**config.mk**
```make
export PLATFORM = sky130hd
export DESIGN_NAME = dfs_div
export DESIGN_NICKNAME = d
export VERILOG_FILES = /design/src/rtl/dfs_pkg.sv /design/src/rtl/dfs_div.sv
export SDC_FILE = /design/constraint.sdc
export NUM_CORES = 1
export LEC_CHECK = 0
export BUFFER_PORTS_ARGS = -buffer_cell sky130_fd_sc_hd__buf_2
export CORE_MARGIN = 2
export CORE_UTILIZATION = 50
export DETAILED_ROUTE_END_ITERATION = 16
export PLACE_DENSITY = 0.75
export SYNTH_ARGS = -nofsm -noshare
export SYNTH_HDL_FRONTEND = slang
export SYNTH_SLANG_ARGS = --single-unit
```
**constraint.sdc**
```tcl
create_clock -name clk -period 2.47 [get_ports clk]
set_input_delay 0.3705 -clock clk [delete_from_list [all_inputs] [get_ports clk]]
set_output_delay 0.3705 -clock clk [all_outputs]
set_load 0.03 [all_outputs]
```
**src/rtl/dfs_pkg.sv**
```systemverilog
`timescale 1ns / 1ps
// ----------------------------------------------------------------------------
// dfs_pkg: shared types and constants of the dipole field sum block
// Field widths, fixed-point shifts, register indexes, handshake structs of
// the iterative arithmetic units and the state encoding of the sequencer.
// ----------------------------------------------------------------------------
package dfs_pkg;

    localparam int unsigned MAX_SITES_DEF = 256;

    // Item and register field widths.
    localparam int unsigned IDX_W      = 8;
    localparam int unsigned POS_W      = 16;
    localparam int unsigned SPIN_W     = 16;
    localparam int unsigned FIELD_W    = 32;
    localparam int unsigned CNT_W      = 9;
    localparam int unsigned STR_W      = 24;
    localparam int unsigned CFG_IDX_W  = 1;
    localparam int unsigned CFG_DATA_W = 24;

    // Datapath widths. Positions are Q.6, so r^2 is Q.12 and fits 34 bits.
    localparam int unsigned DIFF_W = 17;
    localparam int unsigned R2_W   = 34;
    localparam int unsigned DOT_W  = 34;
    localparam int unsigned DOT3_W = 36;
    localparam int unsigned T1_W   = 53;
    localparam int unsigned R2S_W  = 51;
    localparam int unsigned NUM_W  = 54;
    localparam int unsigned MAG_W  = 53;

    // Divider and root unit widths.
    localparam int unsigned SHIFT_1   = 26;
    localparam int unsigned SHIFT_2   = 12;
    localparam int unsigned SHIFT_3   = 6;
    localparam int unsigned DVD_W     = MAG_W + SHIFT_1;
    localparam int unsigned DVS_W     = R2_W;
    localparam int unsigned QUO_W     = 64;
    localparam int unsigned RAD_SHIFT = 16;
    localparam int unsigned RAD_W     = R2_W + RAD_SHIFT;
    localparam int unsigned ROOT_W    = RAD_W / 2;

    // Accumulation and final scaling.
    localparam int unsigned SUM_W       = 64;
    localparam int unsigned CHUNK_W     = 16;
    localparam int unsigned SCALE_STEPS = SUM_W / CHUNK_W;
    localparam int unsigned SCALE_K_W   = $clog2(SCALE_STEPS);
    localparam int unsigned PROD_W      = SUM_W + STR_W;
    localparam int unsigned PP_W        = CHUNK_W + STR_W;

    // Sources with r^2 below 0.1 (409.6 in Q.12) are skipped.
    localparam logic [R2_W-1:0] SKIP_R2 = R2_W'(410);

    localparam logic [CNT_W-1:0] COUNT_RESET    = CNT_W'(1);
    localparam logic [STR_W-1:0] STRENGTH_RESET = STR_W'(65536);

    localparam logic [CFG_IDX_W-1:0] REG_SITE_COUNT = CFG_IDX_W'(0);
    localparam logic [CFG_IDX_W-1:0] REG_STRENGTH   = CFG_IDX_W'(1);

    localparam logic KIND_LOAD  = 1'b0;
    localparam logic KIND_QUERY = 1'b1;

    localparam logic [1:0] STAGE_FIRST = 2'd0;
    localparam logic [1:0] STAGE_LAST  = 2'd2;
    localparam logic [SCALE_K_W-1:0] K_LAST = SCALE_K_W'(SCALE_STEPS - 1);

    localparam int unsigned ENTRY_W = 2 * POS_W + 2 * SPIN_W;

    typedef struct packed {
        logic signed [POS_W-1:0]  pos_x;
        logic signed [POS_W-1:0]  pos_y;
        logic signed [SPIN_W-1:0] spin_x;
        logic signed [SPIN_W-1:0] spin_y;
    } entry_t;

    typedef struct packed {
        logic             start;
        logic [DVD_W-1:0] dividend;
        logic [DVS_W-1:0] divisor;
    } div_req_t;

    typedef struct packed {
        logic             busy;
        logic [QUO_W-1:0] quotient;
    } div_rsp_t;

    typedef struct packed {
        logic             start;
        logic [RAD_W-1:0] radicand;
    } sqrt_req_t;

    typedef struct packed {
        logic              busy;
        logic [ROOT_W-1:0] root;
    } sqrt_rsp_t;

    typedef enum logic [3:0] {
        ST_IDLE,
        ST_RD,
        ST_DIFF,
        ST_MUL1,
        ST_SUMS,
        ST_CHECK,
        ST_MUL2,
        ST_NUM,
        ST_ROOT,
        ST_DIV_GO,
        ST_DIV_WAIT,
        ST_NEXT,
        ST_SCALE,
        ST_OUT
    } state_t;

endpackage

```
**src/rtl/dfs_div.sv**
```systemverilog
`timescale 1ns / 1ps
// ----------------------------------------------------------------------------
// dfs_div: radix-2 restoring divider
// Produces one quotient bit per cycle; the quotient holds after busy falls.
// ----------------------------------------------------------------------------
module dfs_div (
    input  logic               clk,
    input  logic               rst_n,
    input  dfs_pkg::div_req_t  req,
    output dfs_pkg::div_rsp_t  rsp
);
    import dfs_pkg::*;

    localparam int unsigned CNT_BITS = $clog2(DVD_W);

    logic                busy_reg, busy_next;
    logic [CNT_BITS-1:0] cnt_reg, cnt_next;
    logic [DVD_W-1:0]    dvd_reg, dvd_next;
    logic [DVS_W-1:0]    dvs_reg, dvs_next;
    logic [DVS_W-1:0]    rem_reg, rem_next;
    logic [QUO_W-1:0]    quo_reg, quo_next;
    logic [DVS_W:0]      trial;
    logic                fits;

    // The remainder stays below the divisor, so one extra bit holds the shift.
    assign trial = {rem_reg, dvd_reg[DVD_W-1]};
    assign fits  = trial >= {1'b0, dvs_reg};

    always_comb
    begin
        busy_next = busy_reg;
        cnt_next  = cnt_reg;
        dvd_next  = dvd_reg;
        dvs_next  = dvs_reg;
        rem_next  = rem_reg;
        quo_next  = quo_reg;
        if (req.start)
        begin
            busy_next = 1'b1;
            cnt_next  = CNT_BITS'(DVD_W - 1);
            dvd_next  = req.dividend;
            dvs_next  = req.divisor;
            rem_next  = '0;
            quo_next  = '0;
        end
        else if (busy_reg)
        begin
            dvd_next = {dvd_reg[DVD_W-2:0], 1'b0};
            rem_next = fits ? DVS_W'(trial - {1'b0, dvs_reg}) : trial[DVS_W-1:0];
            quo_next = {quo_reg[QUO_W-2:0], fits};
            if (cnt_reg == '0)
            begin
                busy_next = 1'b0;
            end
            else
            begin
                cnt_next = cnt_reg - 1'b1;
            end
        end
    end

    always_ff @(posedge clk or negedge rst_n)
    begin
        if (!rst_n)
        begin
            busy_reg <= 1'b0;
            cnt_reg  <= '0;
        end
        else
        begin
            busy_reg <= busy_next;
            cnt_reg  <= cnt_next;
        end
    end

    always_ff @(posedge clk)
    begin
        dvd_reg <= dvd_next;
        dvs_reg <= dvs_next;
        rem_reg <= rem_next;
        quo_reg <= quo_next;
    end

    assign rsp.busy     = busy_reg;
    assign rsp.quotient = quo_reg;
endmodule

```
==> reports/results.tsv, run 1 <==
stage	metric	value	unit
clocking	worst skew pair latency	0.53	ns
power	P_leak	6.36	nW
power	Clock power frac	27.6	%
sta	Final min period	2.69	ns
outcome	run status	complete, but fails checks	
synth	Synth Net Count	1079	
grt	initial antenna violation count	2	
route	Avg WL per Cell	15.8	µm
sta	Clock Skew	0.0160	ns
synth	Synth area leaders	edfxtp_1, dfxtp_1, mux2i_1	
sta	Rel. slew slack	52.2	%
synth	Seq cells post-synth	219	
sta	Period Utilization, post-route	109	%
layout	fillers	1594	
power	VDD IR max	0.000922	V
sta	Final WS setup	-0.217	ns
outcome	failing checks	negative setup slack	
synth	synth cell count leaders	nor2_1, edfxtp_1, dfxtp_1	
sta	Setup Total Neg Slack	-5.25	ns
sta	RSZ-0062 raised after global routing	yes	
synth	most common flop cell mapped by yosys	edfxtp_1	
floorplan	Die Ht	149	µm
floorplan	die area	0.0222	mm²
layout	max FFs per register	79	
clocking	Clock Tree Root	clkbuf_16	
synth	cell count after synthesis	926	
synth	Post-synth EDFFs	113	
worst_hold_path	Hold Crit Depth	1	
grt	vias in the first global route	7896	
worst_setup_path	r2r worst-path depth	10	
route	DR pass1 iterations	4	
sta	worst slew pin tran	0.717	ns
route	WL final	23700	µm
sta	# setup viols final	34	
synth	Syn. warnings	0	
clocking	CTS Sinks	219	
clocking	TritonCTS clock tree	yes	
placed_design	PortBufs	180	
power	Comb power frac	36.8	%
grt	grt total ovfl	0	
layout	Design Area, Final	0.0139	mm²
layout	Post-layout nets	1358	
worst_setup_path	Crit Path Max Fanout	8	
route	# DRC	0	
synth	most frequent cell after synthesis	nor2_1	
layout	Layout Cells excl Fill	1498	
synth	Avg Cell Area, Syn	11.3	µm²
synth	Synth area leader	edfxtp_1	
placed_design	GPL Wtd Cong	0.847	
worst_setup_path	CP startpoint kind	register	
layout	Layout area overhead	32.4	%
worst_setup_path	crit path kind	reg2reg	
route	Routed Antenna Nets	0	
floorplan	Die Wd	149	µm
synth	Synth async-reset ratio	3.65	%
floorplan	Initial Utilization	50.5	%
power	Seq pwr share	35.6	%
layout	Multi-input gate area	0.00505	mm²
synth	count of cell types in the netlist	68	
power	sw power	3.83	mW
placed_design	post-DP HPWL	16200	µm
placed_design	placed cell area	0.0126	mm²
floorplan	CORE AREA	0.0208	mm²
power	Sw Ratio	30.4	%
worst_setup_path	WP data arrival	3.04	ns
route	via count	7875	
layout	FF+latch area	0.00556	mm²
route	DR iter-0 viols	290	
floorplan	num ports	181	
floorplan	row cnt	53	
clocking	clk slew on worst S/H paths	0.06	ns
synth	post-synth top area share	32.3	%
synth	cell area after synthesis	0.0105	mm²
power	Power Dens Cells	906	mW/mm²
flow_run	max-cap violation count	0	
sta	f_max	372	MHz
sta	Pins Over Slew Limit	0	
clocking	# H-tree levels	1	
layout	share of post-route cells with drive strength above 1	41.4	%
worst_hold_path	worst min-delay path category	in2reg	
sta	final hold vios	0	
route	vias per inst	5.26	
clocking	total CTS buffers	24	
grt	first-pass GRT wire length	37900	µm
synth	post-synthesis sequential area ratio	52.9	%
power	internal power	8.77	mW
grt	pin count of the biggest net entering global routing	109	
clocking	Max clock buf depth	3	
placed_design	Cell Count Post-Placement	1442	
worst_setup_path	CP Data Required Time	2.83	ns
worst_setup_path	kind of end point of the critical path	register	
grt	GRT Total Usage	20.7	%
routing by layer:
metal  global-route usage [%]  wire, µm
met1                     26.9     10300
met2                     35.1     11500
met3                     4.77      1300
met4                     5.43       509
met5                        0        13
kinds of logic (layout without fill, tap and decap cells):
family / count (synthesis) / in the layout / share of synthesized area, %
buffers and inverters: 99 / 395 / 3.99
xor gates and xnor gates: 31 / 31 / 2.58
and+or+nand+nor: 223 / 223 / 9.52
DFF: 219 / 219 / 52.9
AOI/OAI and AO/OA: 149 / 149 / 9.63
muxes: 168 / 168 / 16.9
adders and majority gates: 37 / 37 / 4.48
other: 0 / 1 / 0
critical path: stages (launching register included):
cell	delay (ns)
edfxtp_1	0.34
inv_1	0.07
ha_4	0.31
nand4_1	0.20
o41ai_4	0.47
o21ai_2	0.13
a211oi_2	0.24
nand2b_4	0.27
clkbuf_16	0.21
mux2i_1	0.19
a211oi_1	0.09
stage by stage:
| step | hold slack (ns) | utilization (%) | total power [mW] | setup WS [ns] |
|---|---|---|---|---|
| after floorplan | 0.0749 | - | 7.04 | -0.0155 |
| after global placement | 0.222 | 60.5 | 8.38 | -0.191 |
| after detailed placement | 0.226 | 60.5 | 8.47 | -0.243 |
| after CTS | 0.00200 | 65.8 | 12.4 | -0.181 |
| after global routing | 0.00292 | 66.8 | 13.3 | -0.383 |
| final | 0.0185 | 66.8 | 12.6 | -0.217 |
placed cells by master (no fill, tap or decap), types with 5 or more instances in the layout:
cell       Yosys  final
a211oi_1      30     26
a211oi_2       2      5
a21o_1        10     10
a21oi_1       37     26
a21oi_2        0     11
a311oi_1       6      6
buf_12         1      6
buf_2          1    179
buf_4          1    106
buf_6          2      9
clkbuf_1      47      6
clkbuf_16      0     25
clkbuf_8       0      5
dfrtp_1        8      7
dfxtp_1       98     98
edfxtp_1     113    113
ha_1          36     16
ha_4           0     17
inv_1         45     41
mux2_2        78     78
mux2i_1       89     85
nand2_1       30     24
nand2_2        1      6
nand2b_1      10      7
nand3_1        9      6
nand4_1       11     11
nor2_1       125    122
nor2b_1        5      5
nor3_1        12     10
o21ai_0       20     12
o21ai_1        6      8
o21ai_2        1      6
xnor2_1       22     21
xor2_1         9      9
power groups by stage:
stage	combinational [mW]	clock, mW	sequential [mW]
after floorplan	2.54	0	4.50
after global placement	3.87	0	4.52
after detailed placement	3.94	0	4.53
after CTS	4.36	3.57	4.48
after global routing	5.03	3.70	4.53
final	4.63	3.48	4.49
final cells by class:
cell class                      count  area share, %
Sequential cell                   219           40.0
Multi-Input combinational cell    608           36.3
Timing Repair Buffer              307           14.4
Clock buffer                       36           4.95
Tap cell                          275           2.47
Inverter                           45           1.21
Clock inverter                      7          0.666
Antenna cell                        1         0.0180
path summary, 6_finish.rpt:
kind                                     to  slack (ns)         from
worst max register to register  rem_reg[32]       -0.22  dvs_reg[18]
max in group asynchronous          busy_reg        2.02        rst_n
worst min register to register  quo_reg[63]        0.49  quo_reg[63]
worst min-delay path            dvs_reg[26]        0.02      req[26]
worst max-delay path            rem_reg[32]       -0.22  dvs_reg[18]
min in group asynchronous        cnt_reg[0]        0.26        rst_n
timing repair:
| item | in CTS | in global routing |
|---|---|---|
| endpoints found under the hold margin | 9 | 2 |
| cloned | 1 | 1 |
| setup buffers | 2 | 7 |
| pin swaps | 39 | 37 |
| gates resized for setup | 54 | 36 |
| endpoints found under the setup margin | 35 | 35 |
| hold buffers | 2 | 2 |
(Power assumes the default switching activity.)
==> run 2, diff against run 1 <==
Settings changed: SETUP_SLACK_MARGIN set to 0.5.
==> reports/results.tsv, run 2 (same netlist as run 1, synthesis figures left out) <==
stage	metric	value	unit	change
outcome	run status	complete, but fails checks		
outcome	failing checks	negative setup slack		
clocking	Max clock buf depth	3		unchanged
worst_setup_path	WP data arrival	3.08	ns	+0.04 ns
grt	GRT Total Usage	21.1	%	+0.36 points
worst_setup_path	CP startpoint kind	register		
sta	Clock Skew	0.0226	ns	+0.00657 ns
sta	RSZ-0062 raised after global routing	yes		
layout	Post-layout nets	1367		+0.66%
power	Final Power	12.8	mW	+1.6%
route	vias per inst	5.28		+0.37%
floorplan	CORE AREA	0.0208	mm²	unchanged
grt	initial antenna violation count	3		+1
clocking	TritonCTS clock tree	yes		
sta	Pins Over Slew Limit	0		unchanged
grt	first-pass GRT wire length	38300	µm	+1.0%
route	# DRC	0		unchanged
power	P_leak	6.44	nW	+1.4%
sta	worst slew pin tran	0.846	ns	+0.129 ns
sta	Period Utilization, post-route	108	%	-0.67 points
grt	vias in the first global route	8006		+1.4%
sta	f_max	375	MHz	+0.62%
worst_setup_path	CP max-delay cell	o41ai_4		
sta	Fin Hold WS	0.0197	ns	+0.00121 ns
layout	max FFs per register	79		unchanged
sta	# setup viols final	34		unchanged
grt	grt total ovfl	0		unchanged
layout	Layout area overhead	33.6	%	
floorplan	die area	0.0222	mm²	unchanged
clocking	worst skew pair latency	0.52	ns	about the same
clocking	total CTS buffers	24		unchanged
power	VDD IR max	0.000608	V	-34%
clocking	Clock Tree Root	clkbuf_16		
floorplan	Initial Utilization	50.5	%	unchanged
layout	Layout Cells excl Fill	1509		+0.73%
worst_setup_path	critical-path cell list	inv_2, ha_4, nand4_1, o41ai_4, o21ai_4, a211oi_2, nand2b_4, buf_12, o311ai_1, a311oi_1		
clocking	CTS Sinks	219		unchanged
placed_design	PortBufs	180		unchanged
route	DR pass1 iterations	5		+1
worst_setup_path	crit path kind	reg2reg		
floorplan	Die Wd	149	µm	unchanged
worst_setup_path	delay of the slowest critical-path stage	0.50	ns	+0.03 ns
clocking	# H-tree levels	1		unchanged
clocking	clk slew on worst S/H paths	0.07	ns	about the same
route	Avg WL per Cell	15.9	µm	+0.65%
route	via count	7962		+1.1%
grt	pin count of the biggest net entering global routing	79		-28%
sta	final hold vios	0		unchanged
worst_hold_path	worst min-delay path category	in2reg		
sta	Final WS setup	-0.200	ns	+0.0165 ns
placed_design	post-DP HPWL	16300	µm	+0.45%
worst_setup_path	Crit Path Max Fanout	8		unchanged
floorplan	row cnt	53		unchanged
layout	most frequent cells in the layout	buf_2, buf_4, nor2_1, edfxtp_1, dfxtp_1		
floorplan	num ports	181		unchanged
sta	Rel. slew slack	43.6	%	-8.6 points
sta	Final min period	2.67	ns	-0.0165 ns
power	Power Dens Cells	912	mW/mm²	+0.65%
route	WL final	24000	µm	+1.4%
route	DR iter-0 viols	302		+4.1%
layout	Core Util, Final	67.5	%	+0.64 points
layout	fillers	1586		-0.50%
layout	most common cell after layout, fill and taps aside	buf_2		
worst_setup_path	kind of end point of the critical path	register		
flow_run	max-cap violation count	0		unchanged
placed_design	GPL Wtd Cong	0.863		+1.9%
worst_setup_path	CP Data Required Time	2.88	ns	+0.05 ns
layout	share of post-route cells with drive strength above 1	42.9	%	+1.4 points
route	Routed Antenna Nets	0		unchanged
placed_design	Cell Count Post-Placement	1443		+0.069%
floorplan	Die Ht	149	µm	unchanged
[run 2: repair_timing]
| item | 4_1_cts | 5_1_grt |
|---|---|---|
| hold buffers | 1 | 0 |
| hold endpoints to repair | 8 | 0 |
| cloned | 1 | 1 |
| buffers inserted | 6 | 11 |
| setup endpoints to repair | 37 | 38 |
| gates resized for setup | 67 | 22 |
| pin swaps | 35 | 22 |
[run 2: worst paths after layout]
path	startpoint	end	slack (ns)	cells past startpoint
min in group asynchronous	rst_n	busy_reg	0.26	2
max in group asynchronous	rst_n	busy_reg	2.03	2
worst min register to register	quo_reg[63]	quo_reg[63]	0.50	2
worst max register to register	dvs_reg[12]	rem_reg[27]	-0.20	10
worst max-delay path	dvs_reg[12]	rem_reg[27]	-0.20	10
worst min-delay path	req[18]	dvs_reg[18]	0.02	1
[run 2: metal layers]
layer  vias up  GRT usage, %  routed length [µm]
met4         0          6.71                 545
li1       3928             -                   -
met3        48          5.44                1570
met2       193          35.7               11600
met1      3793          26.5               10300
met5         -             0                   0
[run 2: layout make-up]
class / instances / area (µm²) / share of cell area, %
antenna: 2 / 5.00 / 0.0356
clock buffer: 29 / 693 / 4.93
clock inverter: 15 / 104 / 0.739
inverter: 45 / 169 / 1.20
multi-input combinational: 608 / 5100 / 36.3
sequential: 219 / 5560 / 39.6
tap: 275 / 344 / 2.45
timing repair buffer: 316 / 2070 / 14.7
[run 2: power breakdown]
part | internal (mW) | switching (mW) | total [mW] | leakage [nW]
Sequential | 4.24 | 0.244 | 4.48 | 2.05
Clock | 2.11 | 1.43 | 3.54 | 0.407
Combinational | 2.55 | 2.24 | 4.79 | 3.99
[run 2: critical path, delay by kind of cell (launching register included)]
family,cells,cell delay [ns]
AND/OR/NAND/NOR,2,0.50
flip-flops,1,0.36
AO/OA/AOI/OAI,5,1.22
adder cells (fa/ha/maj),1,0.28
buffers and inverters,2,0.21
[run 2: stage by stage]
stage | instance area, µm² | worst slack [ns] | setup TNS (ns)
2_1_floorplan | 10700 | -0.0155 | -0.266
3_3_place_gp | 12600 | -0.158 | -3.08
3_5_place_dp | 12600 | -0.237 | -5.09
4_1_cts | 13800 | -0.132 | -2.43
5_1_grt | 14000 | -0.344 | -9.00
6_report | 14000 | -0.200 | -5.00
