--- src/rtl/dfs_pkg.sv ---
`timescale 1ns / 1ps
// ----------------------------------------------------------------------------
// dfs_pkg: shared types and constants of the dipole field sum block
// Field widths, fixed-point shifts, register indexes, handshake structs of
// the iterative arithmetic units and the state encoding of the sequencer.
// ----------------------------------------------------------------------------
package dfs_pkg;

    localparam int unsigned MAX_SITES_DEF = 256;

    // Item and register field widths.
    localparam int unsigned IDX_W      = 8;
    localparam int unsigned POS_W      = 16;
    localparam int unsigned SPIN_W     = 16;
    localparam int unsigned FIELD_W    = 32;
    localparam int unsigned CNT_W      = 9;
    localparam int unsigned STR_W      = 24;
    localparam int unsigned CFG_IDX_W  = 1;
    localparam int unsigned CFG_DATA_W = 24;

    // Datapath widths. Positions are Q.6, so r^2 is Q.12 and fits 34 bits.
    localparam int unsigned DIFF_W = 17;
    localparam int unsigned R2_W   = 34;
    localparam int unsigned DOT_W  = 34;
    localparam int unsigned DOT3_W = 36;
    localparam int unsigned T1_W   = 53;
    localparam int unsigned R2S_W  = 51;
    localparam int unsigned NUM_W  = 54;
    localparam int unsigned MAG_W  = 53;

    // Divider and root unit widths.
    localparam int unsigned SHIFT_1   = 26;
    localparam int unsigned SHIFT_2   = 12;
    localparam int unsigned SHIFT_3   = 6;
    localparam int unsigned DVD_W     = MAG_W + SHIFT_1;
    localparam int unsigned DVS_W     = R2_W;
    localparam int unsigned QUO_W     = 64;
    localparam int unsigned RAD_SHIFT = 16;
    localparam int unsigned RAD_W     = R2_W + RAD_SHIFT;
    localparam int unsigned ROOT_W    = RAD_W / 2;

    // Accumulation and final scaling.
    localparam int unsigned SUM_W       = 64;
    localparam int unsigned CHUNK_W     = 16;
    localparam int unsigned SCALE_STEPS = SUM_W / CHUNK_W;
    localparam int unsigned SCALE_K_W   = $clog2(SCALE_STEPS);
    localparam int unsigned PROD_W      = SUM_W + STR_W;
    localparam int unsigned PP_W        = CHUNK_W + STR_W;

    // Sources with r^2 below 0.1 (409.6 in Q.12) are skipped.
    localparam logic [R2_W-1:0] SKIP_R2 = R2_W'(410);

    localparam logic [CNT_W-1:0] COUNT_RESET    = CNT_W'(1);
    localparam logic [STR_W-1:0] STRENGTH_RESET = STR_W'(65536);

    localparam logic [CFG_IDX_W-1:0] REG_SITE_COUNT = CFG_IDX_W'(0);
    localparam logic [CFG_IDX_W-1:0] REG_STRENGTH   = CFG_IDX_W'(1);

    localparam logic KIND_LOAD  = 1'b0;
    localparam logic KIND_QUERY = 1'b1;

    localparam logic [1:0] STAGE_FIRST = 2'd0;
    localparam logic [1:0] STAGE_LAST  = 2'd2;
    localparam logic [SCALE_K_W-1:0] K_LAST = SCALE_K_W'(SCALE_STEPS - 1);

    localparam int unsigned ENTRY_W = 2 * POS_W + 2 * SPIN_W;

    typedef struct packed {
        logic signed [POS_W-1:0]  pos_x;
        logic signed [POS_W-1:0]  pos_y;
        logic signed [SPIN_W-1:0] spin_x;
        logic signed [SPIN_W-1:0] spin_y;
    } entry_t;

    typedef struct packed {
        logic             start;
        logic [DVD_W-1:0] dividend;
        logic [DVS_W-1:0] divisor;
    } div_req_t;

    typedef struct packed {
        logic             busy;
        logic [QUO_W-1:0] quotient;
    } div_rsp_t;

    typedef struct packed {
        logic             start;
        logic [RAD_W-1:0] radicand;
    } sqrt_req_t;

    typedef struct packed {
        logic              busy;
        logic [ROOT_W-1:0] root;
    } sqrt_rsp_t;

    typedef enum logic [3:0] {
        ST_IDLE,
        ST_RD,
        ST_DIFF,
        ST_MUL1,
        ST_SUMS,
        ST_CHECK,
        ST_MUL2,
        ST_NUM,
        ST_ROOT,
        ST_DIV_GO,
        ST_DIV_WAIT,
        ST_NEXT,
        ST_SCALE,
        ST_OUT
    } state_t;

endpackage

--- src/rtl/dfs_sqrt.sv ---
`timescale 1ns / 1ps
// ----------------------------------------------------------------------------
// dfs_sqrt: digit-by-digit integer square root
// Retires two radicand bits and one root bit per cycle (floor of the root).
// ----------------------------------------------------------------------------
module dfs_sqrt (
    input  logic               clk,
    input  logic               rst_n,
    input  dfs_pkg::sqrt_req_t req,
    output dfs_pkg::sqrt_rsp_t rsp
);
    import dfs_pkg::*;

    localparam int unsigned CNT_BITS = $clog2(ROOT_W);
    localparam int unsigned REM_W    = ROOT_W + 2;
    localparam int unsigned CUR_W    = ROOT_W + 4;

    logic                busy_reg, busy_next;
    logic [CNT_BITS-1:0] cnt_reg, cnt_next;
    logic [RAD_W-1:0]    rad_reg, rad_next;
    logic [REM_W-1:0]    rem_reg, rem_next;
    logic [ROOT_W-1:0]   root_reg, root_next;
    logic [CUR_W-1:0]    cur;
    logic [CUR_W-1:0]    trial;
    logic                fits;

    assign cur   = {rem_reg, rad_reg[RAD_W-1 -: 2]};
    assign trial = {2'b00, root_reg, 2'b01};
    assign fits  = cur >= trial;

    always_comb
    begin
        busy_next = busy_reg;
        cnt_next  = cnt_reg;
        rad_next  = rad_reg;
        rem_next  = rem_reg;
        root_next = root_reg;
        if (req.start)
        begin
            busy_next = 1'b1;
            cnt_next  = CNT_BITS'(ROOT_W - 1);
            rad_next  = req.radicand;
            rem_next  = '0;
            root_next = '0;
        end
        else if (busy_reg)
        begin
            rad_next  = {rad_reg[RAD_W-3:0], 2'b00};
            rem_next  = fits ? REM_W'(cur - trial) : REM_W'(cur);
            root_next = {root_reg[ROOT_W-2:0], fits};
            if (cnt_reg == '0)
            begin
                busy_next = 1'b0;
            end
            else
            begin
                cnt_next = cnt_reg - 1'b1;
            end
        end
    end

    always_ff @(posedge clk or negedge rst_n)
    begin
        if (!rst_n)
        begin
            busy_reg <= 1'b0;
            cnt_reg  <= '0;
        end
        else
        begin
            busy_reg <= busy_next;
            cnt_reg  <= cnt_next;
        end
    end

    always_ff @(posedge clk)
    begin
        rad_reg  <= rad_next;
        rem_reg  <= rem_next;
        root_reg <= root_next;
    end

    assign rsp.busy = busy_reg;
    assign rsp.root = root_reg;
endmodule

--- config.mk ---
export PLATFORM = sky130hd
export DESIGN_NAME = dfs_sqrt
export DESIGN_NICKNAME = d
export VERILOG_FILES = /design/src/rtl/dfs_pkg.sv /design/src/rtl/dfs_sqrt.sv
export SDC_FILE = /design/constraint.sdc
export NUM_CORES = 1
export LEC_CHECK = 0
export BUFFER_PORTS_ARGS = -buffer_cell sky130_fd_sc_hd__buf_4
export CORE_ASPECT_RATIO = 1.1
export CORE_MARGIN = 4
export CORE_UTILIZATION = 58
export CTS_CLUSTER_DIAMETER = 200
export DETAILED_ROUTE_END_ITERATION = 12
export GPL_TIMING_DRIVEN = 0
export PLACE_DENSITY = 0.78
export RECOVER_POWER = 50
export REMOVE_ABC_BUFFERS = 1
export SLEW_MARGIN = 15
export SYNTH_ARGS = -nofsm -noshare
export SYNTH_HDL_FRONTEND = slang
export SYNTH_SLANG_ARGS = --single-unit
--- constraint.sdc ---
create_clock -name clk -period 3.25 [get_ports clk]
set_input_delay 0 -clock clk [delete_from_list [all_inputs] [get_ports clk]]
set_output_delay 0 -clock clk [all_outputs]
set_load 0.01 [all_outputs]
==> results.yml, run 1 <==
sta:
  finalCriticalPeriod_ns: 3.05
  drv_slew: 0
  finalSetupViolCount: 0
  finalHoldViolCount: 0
  tightest_slew_ns: 1.13
  max_freq_mhz: 328
  hold-worst-slack_ns: 0.302
  finalWorstSetupSlack_ns: 0.198
  max_slew_margin_pct: 24.7
  final.setup.tns_ns: 0
  skew_ns: 0.0105
  period_share_pct: 93.9
critical_path:
  critPathKind: "reg -> reg"
  cp_slowest_cell: "a2111oi_4"
  cpMostUsedCell: "nor3_2"
  end_kind: "flop"
  worstPathCellList: "inv_1 -> ha_1 -> a41oi_1 -> o21ai_1 -> a2111oi_4 -> nor3_2 -> nor3_2 -> o41ai_4 -> buf_6 -> buf_8 -> and3_1 -> nor4_2"
  worstPathRequired_ns: 3.55
  ff2ff_path_depth: 12
  critPathArrivalTime_ns: 3.36
  cp_max_fo: 10
  r2r_start: "root_reg[4]$_SDFFE_PP0P_"
  reg2reg_to: "rem_reg[8]$_SDFFE_PP0P_"
  crit_end: "rem_reg[8]$_SDFFE_PP0P_"
  start_kind: "flop"
  startpoint: "root_reg[4]$_SDFFE_PP0P_"
  cpPeakStageDelay_ns: 0.41
  rrSetupSlack_ns: 0.20
pwr:
  pwr-share-seq_pct: 31.3
  p_clk_share_pct: 12.9
  p_per_area_nw_per_um2: 788
  power_frac_comb_pct: 55.8
  swShare_pct: 40.3
  p_switching_uw: 2350
  power.internal_uw: 3480
  power_leakage_uw: 0.00322
  peakVddDrop_mv: 0.380
finish:
  layout-drive-gt1-share_pct: 18.9
  largest_register_ffs: 50
  antenna_cells: 0
  fillers: 717
  area_growth_pct: 21.9
  fin_cells: 859
  utilization_pct: 73.7
  finalNetCount: 796
synth:
  ys_seq_area_share_pct: 44.4
  yosys-top-cells-area: "edfxtp_1, dfxtp_1, mux2_2, mux2i_1, ha_1"
  synth_top_family_by_area: "multiplexers"
  synthSimpleGateAreaFrac_pct: 11.9
  synthCells: 594
  ys_ff_latch: 108
  synth.lib_cells_used.distinct: 55
  synth-xor-area-share_pct: 3.32
  synth_compound_area_share_pct: 13.3
  async_flop_share_pct: 5.56
  yosysWarnings: 0
  synthAdderAreaFrac_pct: 5.98
  synth_area_um2: 6060
  synthFlopType: "dfxtp_1"
  synth_top_area_share_pct: 24.8
  avgSynthCellArea_um2: 10.2
  synthMuxAreaShare_pct: 16.4
  synth_edf_count: 50
  yosys.area.top_type: "edfxtp_1"
detailed_routing:
  routedWlPerCell_um: 15.8
  drt-pass1-iter-count: 5
  routed_wirelength_mm: 13.6
  ant_nets: 0
  drc: 0
  drt_iter0_markers: 230
  num_vias: 4782
  routed_via_density: 5.57
grt:
  grt_max_degree: 104
  use_met3_pct: 4.44
  grt_overflow: 0
  grt.busiest_layer: "met2"
  track_usage_pct: 23.0
  grtUsageMet1_pct: 28.0
  grt_pass1_wl_mm: 22.6
  grt_antenna_before_repair: 0
  gr-usage-met2_pct: 39.6
  grt_pass1_vias: 4864
cts:
  cts_tree: "done"
  cts-root-buf: "clkbuf_8"
  clkLatencyLatePin_ns: 0.39
  h-tree-depth: 3
  clock-sinks: 108
  cts_buffers: 9
  cts_buffer_depth: 2
  clkTransAtPathRegs_ns: 0.11
placement:
  pre_cts_slack_ns: -0.190
  dp.cells: 789
  dpl.hpwl_mm: 8.34
  port_buffers: 78
  gp_congestion: 0.893
die:
  die_w_um: 105
  num_rows: 38
  core-area_um2: 10000
  start_util_pct: 60.5
  boundaryPins: 79
  die_y_um: 115
  die-area_um2: 12200
run:
  cap_violations: 0
hold_path:
  hold_class: "in -> reg"
status:
  outcome: "finished clean"
==> stage by stage <==
| stage | cell area, um^2 | power, uW |
|---|---|---|
| floorplan | 5940 | 4190 |
| global placement | 6700 | 4720 |
| detailed placement | 6760 | 4880 |
| CTS | 7470 | 5730 |
| global route | 7390 | 6250 |
| finish | 7390 | 5830 |
==> synthesized netlist by cell type, types with 3 or more instances <==
| cell | instances |
|---|---|
| a211oi_1 | 15 |
| a21o_1 | 14 |
| a21oi_1 | 22 |
| a31o_2 | 3 |
| and3_1 | 6 |
| clkbuf_1 | 22 |
| dfrtp_1 | 6 |
| dfxtp_1 | 52 |
| edfxtp_1 | 50 |
| ha_1 | 29 |
| inv_1 | 42 |
| mux2_2 | 50 |
| mux2i_1 | 43 |
| nand2_1 | 35 |
| nand2b_1 | 7 |
| nand3_1 | 12 |
| nand4_1 | 4 |
| nor2_1 | 61 |
| nor2b_1 | 4 |
| nor3_1 | 10 |
| o211ai_1 | 5 |
| o21a_1 | 4 |
| o21ai_0 | 23 |
| o21bai_1 | 5 |
| o311ai_0 | 3 |
| o31ai_1 | 3 |
| or2_2 | 3 |
| or3_1 | 4 |
| xnor2_1 | 18 |
| xor2_1 | 5 |
==> critical path, delay by kind of cell (launching register included) <==
kind	cells	cell delay (ns)
buffers and inverters	3	0.42
DFF	1	0.40
AOI/OAI and AO/OA	4	0.93
and+or+nand+nor	4	0.85
adders and majority gates	1	0.38
==> worst min path at each step <==
| stage | startpoint | end | slack, ns | cells past startpoint |
|---|---|---|---|---|
| after detailed placement | rst_n | cnt_reg[1]$_DFFE_PN0P_ | -0.19 | 1 |
| final | req[50] | root_reg[2]$_SDFFE_PP0P_ | 0.30 | 2 |
| after CTS | req[50] | root_reg[23]$_SDFFE_PP0P_ | 0.30 | 2 |
| after global routing | req[50] | root_reg[18]$_SDFFE_PP0P_ | 0.36 | 2 |
| after global placement | rst_n | cnt_reg[1]$_DFFE_PN0P_ | -0.19 | 1 |
| after floorplan | rst_n | busy_reg$_DFF_PN0_ | -0.30 | 0 |
==> area by class of cell <==
cell class	instances	area, um^2	area share (%)
timing repair buffer	136	1080	14.7
tap	140	175	2.37
sequential	108	2700	36.5
clock buffer	9	124	1.68
inverter	42	158	2.13
multi-input combinational	417	3110	42.1
clock inverter	7	42.5	0.575
==> layer usage <==
layer / routed length [um] / share of wire, %
met1: 5710 / 42
met2: 6760 / 50
met3: 713 / 5.3
met4: 384 / 2.8
met5: 0 / 0
==> layout by cell type (no fill, tap or decap), types with 12 or more instances in the layout <==
cell / n
xnor2_1: 18
nand3_1: 12
a211oi_1: 15
a21o_1: 14
dfxtp_1: 52
ha_1: 29
mux2_2: 47
mux2i_1: 43
a21oi_1: 22
clkbuf_1: 25
dlygate4sd3_1: 52
buf_4: 54
inv_1: 41
o21ai_0: 23
edfxtp_1: 50
nor2_1: 61
nand2_1: 35
==> power by group through the flow <==
stage / registers (uW) / logic (uW) / clock network, uW
floorplan: 1810 / 2380 / 0
global placement: 1840 / 2890 / 0
detailed placement: 1850 / 3030 / 0
CTS: 1820 / 3160 / 755
global route: 1850 / 3580 / 817
finish: 1820 / 3250 / 753
==> kinds of logic (layout without fill, tap and decap cells) <==
| group | Yosys count | in the layout |
|---|---|---|
| and+or+nand+nor | 156 | 156 |
| AOI/OAI and AO/OA | 116 | 116 |
| DFF | 108 | 108 |
| muxes | 93 | 93 |
| buffers and inverters | 69 | 194 |
| adders and majority gates | 29 | 29 |
| xor gates and xnor gates | 23 | 23 |
==> what timing repair did <==
action / in CTS / in global routing
buffers inserted: 2 / 0
hold buffers: 52 / 0
hold endpoints to repair: 56 / 0
resized for setup: 1 / 3
pin swaps: 1 / 1
endpoints found under the setup margin: 21 / 13
No activity file was read; power rests on OpenSTA's default activity.
==> inputs of run 2 (changes only) <==
Settings changed: ABC_AREA set to 1, CORE_UTILIZATION 58 to 59, PLACE_DENSITY 0.78 to 0.79.
==> run 2 against run 1 <==
  * The flow now finishes with violations (max-capacitance violations, max-slew violations)
  * Sequential cell count did not move
  * Clock skew decreased by 0.0011 ns
  * Fmax rose by 7.5%
  * Non-clock buffer count fell by 6
  * Synthesized cell count grew 62%
  * Sequential share of layout area down 2.7 points
  * Sequential power is essentially flat
  * Clock power is 58% higher
  * Global-route usage rose by 4.1 points
  * Register-to-register slack improved by 0.21 ns
  * Critical path depth rose by 1
  * Highest routed layer unchanged
==> results.yml, run 2 <==
status:
  violations: "max-capacitance violations, max-slew violations"
  outcome: "finished, violations left"
sta:
  drv_slew: 62
  rsz0062_at_grt: "false"
  skew_ns: 0.00944
  finalCriticalPeriod_ns: 2.84
  max_slew_margin_pct: -13.5
  finalHoldViolCount: 0
  max_freq_mhz: 352
  period_share_pct: 87.3
  finalSetupViolCount: 0
  tightest_slew_ns: 1.70
synth:
  async_flop_share_pct: 5.56
  synthCells: 965
  synth_top_area_share_pct: 23.5
  ys_ff_latch: 108
  synth_most_common_cell: "nand2_1"
  yosys.area.top_type: "nand2_1"
  synth.lib_cells_used.distinct: 36
  avgSynthCellArea_um2: 6.85
  ys_top_cells_by_count: "nand2_1, inv_1, dfxtp_1, edfxtp_1, nand3_1"
  synthFlopType: "dfxtp_1"
  yosys-top-cells-area: "nand2_1, edfxtp_1, dfxtp_1, inv_1, ha_1"
  yosysWarnings: 0
  synth_edf_count: 50
  synth_area_um2: 6610
  ys_seq_area_share_pct: 40.8
placement:
  dpl.hpwl_mm: 10.6
  gp_congestion: 0.916
  dp.cells: 1160
  port_buffers: 78
  placed_area_um2: 7230
cts:
  clkLatencyLatePin_ns: 0.35
  clock-sinks: 108
  cts_buffers: 9
  cts-root-buf: "clkbuf_16"
  clkTransAtPathRegs_ns: 0.08
  cts_setup_buffers: 0
  cts_buffer_depth: 2
  cts_tree: "done"
  h-tree-depth: 3
finish:
  layout-drive-gt1-share_pct: 8.69
  fin_area_um2: 7990
  largest_register_ffs: 50
  utilization_pct: 72.9
  fillers: 840
  fin_cells: 1229
  finalNetCount: 1159
  area_growth_pct: 20.9
  layout_common_cells: "nand2_1, inv_1, dlygate4sd3_1, dfxtp_1, edfxtp_1"
  antenna_cells: 0
  final_common_cell: "nand2_1"
critical_path:
  critPathArrivalTime_ns: 3.08
  critPathKind: "reg -> reg"
  end_kind: "flop"
  cp_max_fo: 40
  worstPathRequired_ns: 3.49
  start_kind: "flop"
grt:
  grt_pass1_wl_mm: 28.0
  grt_antenna_before_repair: 0
  grt_overflow: 0
  track_usage_pct: 27.1
  grt_pass1_vias: 5880
  grt_max_degree: 76
detailed_routing:
  drc: 0
  drt-pass1-iter-count: 5
  num_vias: 6294
  ant_nets: 0
  routed_via_density: 5.12
  routed_wirelength_mm: 17.0
  routedWlPerCell_um: 13.8
  drt_iter0_markers: 448
die:
  start_util_pct: 60.3
  die-area_um2: 13000
  num_rows: 40
  core-area_um2: 11000
  die_w_um: 109
  die_y_um: 119
  boundaryPins: 79
pwr:
  peakVddDrop_mv: 0.460
  p_per_area_nw_per_um2: 840
  pwr-share-seq_pct: 26.7
  swShare_pct: 45.4
  p_switching_uw: 3050
  power_leakage_uw: 0.00418
  p_clk_share_pct: 17.8
  power_frac_comb_pct: 55.6
  power.internal_uw: 3660
hold_path:
  hold_class: "in -> reg"
run:
  cap_violations: 1
[run 2: changes by cell type after synthesis, moves of 15 or more]
cell / previous run / this run
a211oi_1: 15 / 0
inv_1: 42 / 155
mux2_2: 50 / 0
mux2i_1: 43 / 0
nand2_1: 35 / 413
nand3_1: 12 / 47
nand4_1: 4 / 23
nor2_1: 61 / 42
o22ai_1: 0 / 24
[run 2: final timing paths]
kind                       cells past startpoint                       end  slack, ns                      from
max                                           13  rem_reg[12]$_SDFFE_PP0P_       0.41  root_reg[0]$_SDFFE_PP0P_
min                                            4     rad_reg[15]$_DFFE_PP_       0.46                   req[15]
max reg2reg                                   13  rem_reg[12]$_SDFFE_PP0P_       0.41  root_reg[0]$_SDFFE_PP0P_
min reg2reg                                    2   rem_reg[2]$_SDFFE_PP0P_       0.48   rem_reg[2]$_SDFFE_PP0P_
max in group asynchronous                      3        busy_reg$_DFF_PN0_       2.39                     rst_n
min in group asynchronous                      3    cnt_reg[2]$_DFFE_PN0P_       0.62                     rst_n
[run 2: kinds of logic (layout without fill, tap and decap cells)]
family | Yosys count | after routing | share of synthesized area, %
AO/OA/AOI/OAI | 71 | 71 | 6.02
XOR/XNOR | 11 | 11 | 1.46
adder cells (fa/ha/maj) | 29 | 29 | 5.49
buffers and inverters | 192 | 309 | 11.6
flip-flops | 108 | 108 | 40.8
AND/OR/NAND/NOR | 554 | 554 | 34.7
[run 2: per-stage QoR]
step	total power [uW]	worst slack [ns]	hold WS [ns]	setup TNS (ns)
after floorplan	4610	-0.189	-0.296	-0.421
after global placement	5380	-1.44	-0.189	-78.75
after detailed placement	5430	-0.177	-0.188	-1.09
after CTS	6680	0.218	0.140	0
after global routing	7370	0.146	0.475	0
final	6710	0.411	0.458	0
[run 2: per-layer routing]
metal	wire [um]	GRT usage (%)	share of wire, %	vias to the layer above
li1	-	-	-	3236
met1	7240	35.0	43	2841
met2	8160	44.9	48	186
met3	1260	6.29	7.4	31
met4	359	8.05	2.1	0
met5	0	0	0	-
[run 2: area by class of cell]
| cell class | count | area [um^2] | area share [%] |
|---|---|---|---|
| clock buffer | 9 | 225 | 2.82 |
| clock inverter | 7 | 95.1 | 1.19 |
| inverter | 162 | 617 | 7.72 |
| multi-input combinational | 665 | 3150 | 39.5 |
| sequential | 108 | 2690 | 33.7 |
| tap | 147 | 184 | 2.30 |
| timing repair buffer | 130 | 1010 | 12.6 |
| timing repair inverter | 1 | 7.51 | 0.0940 |
[run 2: repair_timing]
| action | in CTS | in global routing |
|---|---|---|
| setup endpoints to repair | 12 | 5 |
| cloned | 0 | 1 |
| gates resized for setup | 1 | 3 |
| hold buffers | 52 | 0 |
| endpoints found under the hold margin | 56 | 0 |
[run 2: worst max-delay path, stage by stage, from the launching register on]
cell and delay, ns:
dfxtp_1 0.38, inv_1 0.08, ha_1 0.39, nand2_1 0.09
nand2_1 0.05, nand2_1 0.08, nand3_2 0.14, nand2_1 0.09
nand2_1 0.10, nand2_1 0.10, nand3_2 0.59, or2_1 0.46
nand3_1 0.10, nand2_1 0.06
[run 2: power by group through the flow]
stage | registers (uW) | clock network (uW) | logic (uW)
CTS | 1780 | 1210 | 3690
global route | 1810 | 1270 | 4280
floorplan | 1780 | 0 | 2840
global placement | 1810 | 0 | 3570
detailed placement | 1810 | 0 | 3620
finish | 1790 | 1190 | 3730
==> inputs of run 3 (changes only) <==
Settings changed: CORE_UTILIZATION 59 to 61, PLACE_DENSITY 0.79 to 0.81.
Clock period 3.25 ns to 3.5 ns, I/O delays scaled along.
==> run 3 against run 2 <==
  * The run still ends with max-capacitance violations, max-slew violations left
  * Sequential power decreased by 7%
  * Non-clock buffer count unchanged
  * Register-to-register slack got worse by 0.06 ns
  * Count of clock-buffer cells in the layout up 1
  * Global-route usage up 2.2 points
  * Fmax shrank 9.9%
  * Utilization up 3.1 points
  * Combinational power fell by 6.2%
  * Highest routed layer unchanged
==> results.yml, run 3 (synthesis gave the netlist of run 2 again) <==
status:
  outcome: "finished, violations left"
  violations: "max-capacitance violations, max-slew violations"
pwr:
  p_per_area_nw_per_um2: 782
  design_power_total_uw: 6240
  power_leakage_uw: 0.00416
  peakVddDrop_mv: 0.530
run:
  cap_violations: 1
detailed_routing:
  drc: 0
  routedWlPerCell_um: 14.5
  num_vias: 6378
  routed_via_density: 5.20
  drt-pass1-iter-count: 5
  ant_nets: 0
  routed_wirelength_mm: 17.8
  drt_iter0_markers: 437
sta:
  skew_ns: 0.0129
  period_share_pct: 90.0
  max_freq_mhz: 318
  finalCriticalPeriod_ns: 3.15
  finalHoldViolCount: 0
  finalSetupViolCount: 0
  rsz0062_at_grt: "false"
  hold-worst-slack_ns: 0.133
  drv_slew: 62
  tightest_slew_ns: 1.95
  max_slew_margin_pct: -30.9
finish:
  fillers: 815
  largest_register_ffs: 50
  utilization_pct: 76.0
  layout_common_cells: "nand2_1, inv_1, dlygate4sd3_1, dfxtp_1, edfxtp_1"
  fin_area_um2: 7970
  layout-drive-gt1-share_pct: 8.60
  final_common_cell: "nand2_1"
  area_growth_pct: 20.6
  finalNetCount: 1159
placement:
  port_buffers: 78
  placed_area_um2: 7220
  gp_congestion: 0.937
  dpl.hpwl_mm: 10.8
critical_path:
  end_kind: "flop"
  start_kind: "flop"
  crit_buf_inv: 2
  worstPathCellList: "inv_1 -> nor2_2 -> clkinvlp_4 -> a21oi_1 -> o21ai_0 -> nand2_1"
  path_delay_family: "buffers and inverters"
  cp_slowest_cell: "dfrtp_1"
  cp_max_fo: 27
  critPathArrivalTime_ns: 3.45
  worstPathRequired_ns: 3.80
  cpPeakStageDelay_ns: 0.97
  critPathKind: "reg -> reg"
grt:
  grt_overflow: 0
  grt_pass1_wl_mm: 29.0
  grt_antenna_before_repair: 1
  track_usage_pct: 29.3
  grt_pass1_vias: 6125
  grt_max_degree: 76
die:
  start_util_pct: 63.0
  boundaryPins: 79
  die_y_um: 117
  core-area_um2: 10500
  num_rows: 39
  die_w_um: 107
  die-area_um2: 12600
cts:
  clock-sinks: 108
  cts-root-buf: "clkbuf_16"
  cts_buffer_depth: 2
  h-tree-depth: 3
  cts_buffers: 9
  cts_tree: "done"
  cts_setup_buffers: 0
  clkTransAtPathRegs_ns: 0.07
  clkLatencyLatePin_ns: 0.37
hold_path:
  hold_class: "in -> reg"
run 3: layout make-up:
class,instances,area (um^2),share of cell area (%)
diodes,2,5.00,0.0628
multi-input cells,665,3150,39.6
repair inverters,1,7.51,0.0942
repair buffers,130,1010,12.7
well taps,143,179,2.24
flip-flops and latches,108,2690,33.8
clock inverters,6,77.6,0.973
clock buffers,10,229,2.87
inverters,162,618,7.76
run 3: worst reg2reg max path, cell delays in order, from the launching register on:
cell and delay (ns):
dfrtp_1 0.97, inv_1 0.51, nor2_2 0.62, clkinvlp_4 0.54, a21oi_1 0.25, o21ai_0 0.12, nand2_1 0.08
run 3: path summary, 6_finish.rpt:
path,startpoint,endpoint,slack [ns],cells past startpoint
max,busy_reg$_DFF_PN0_,rem_reg[11]$_SDFFE_PP0P_,0.35,6
min,req[50],rem_reg[25]$_SDFFE_PP0P_,0.13,2
max reg2reg,busy_reg$_DFF_PN0_,rem_reg[11]$_SDFFE_PP0P_,0.35,6
min reg2reg,rem_reg[8]$_SDFFE_PP0P_,rem_reg[8]$_SDFFE_PP0P_,0.48,2
max in group asynchronous,rst_n,cnt_reg[4]$_DFFE_PN0P_,2.63,3
min in group asynchronous,rst_n,cnt_reg[3]$_DFFE_PN0P_,0.64,3
run 3: repair_timing:
| action | 4_1_cts | 5_1_grt |
|---|---|---|
| hold buffers | 52 | 0 |
| endpoints found under the hold margin | 56 | 0 |
| endpoints found under the setup margin | 0 | 33 |
| gates resized for setup | 0 | 3 |
run 3: power breakdown:
part           leakage (uW)  switching [uW]  internal, uW
Clock              0.000147             499           570
Sequential          0.00104             135          1530
Combinational       0.00297            2260          1240
Total               0.00416            2900          3340
run 3: routing by layer:
| metal | routed length, um | vias up | track usage [%] |
|---|---|---|---|
| met5 | 0 | - | 0 |
| met4 | 653 | 0 | 15.6 |
| met3 | 1200 | 53 | 6.80 |
| met2 | 8440 | 244 | 49.1 |
| met1 | 7470 | 2835 | 35.3 |
| li1 | - | 3246 | - |
run 3: stage by stage:
stage          instances  TNS (ns)  setup WS, ns
2_1_floorplan        935         0        0.0605
3_3_place_gp        1156    -57.93         -1.20
3_5_place_dp        1156         0         0.142
4_1_cts             1224         0         0.120
5_1_grt             1226         0        0.0154
6_report            1227         0         0.351
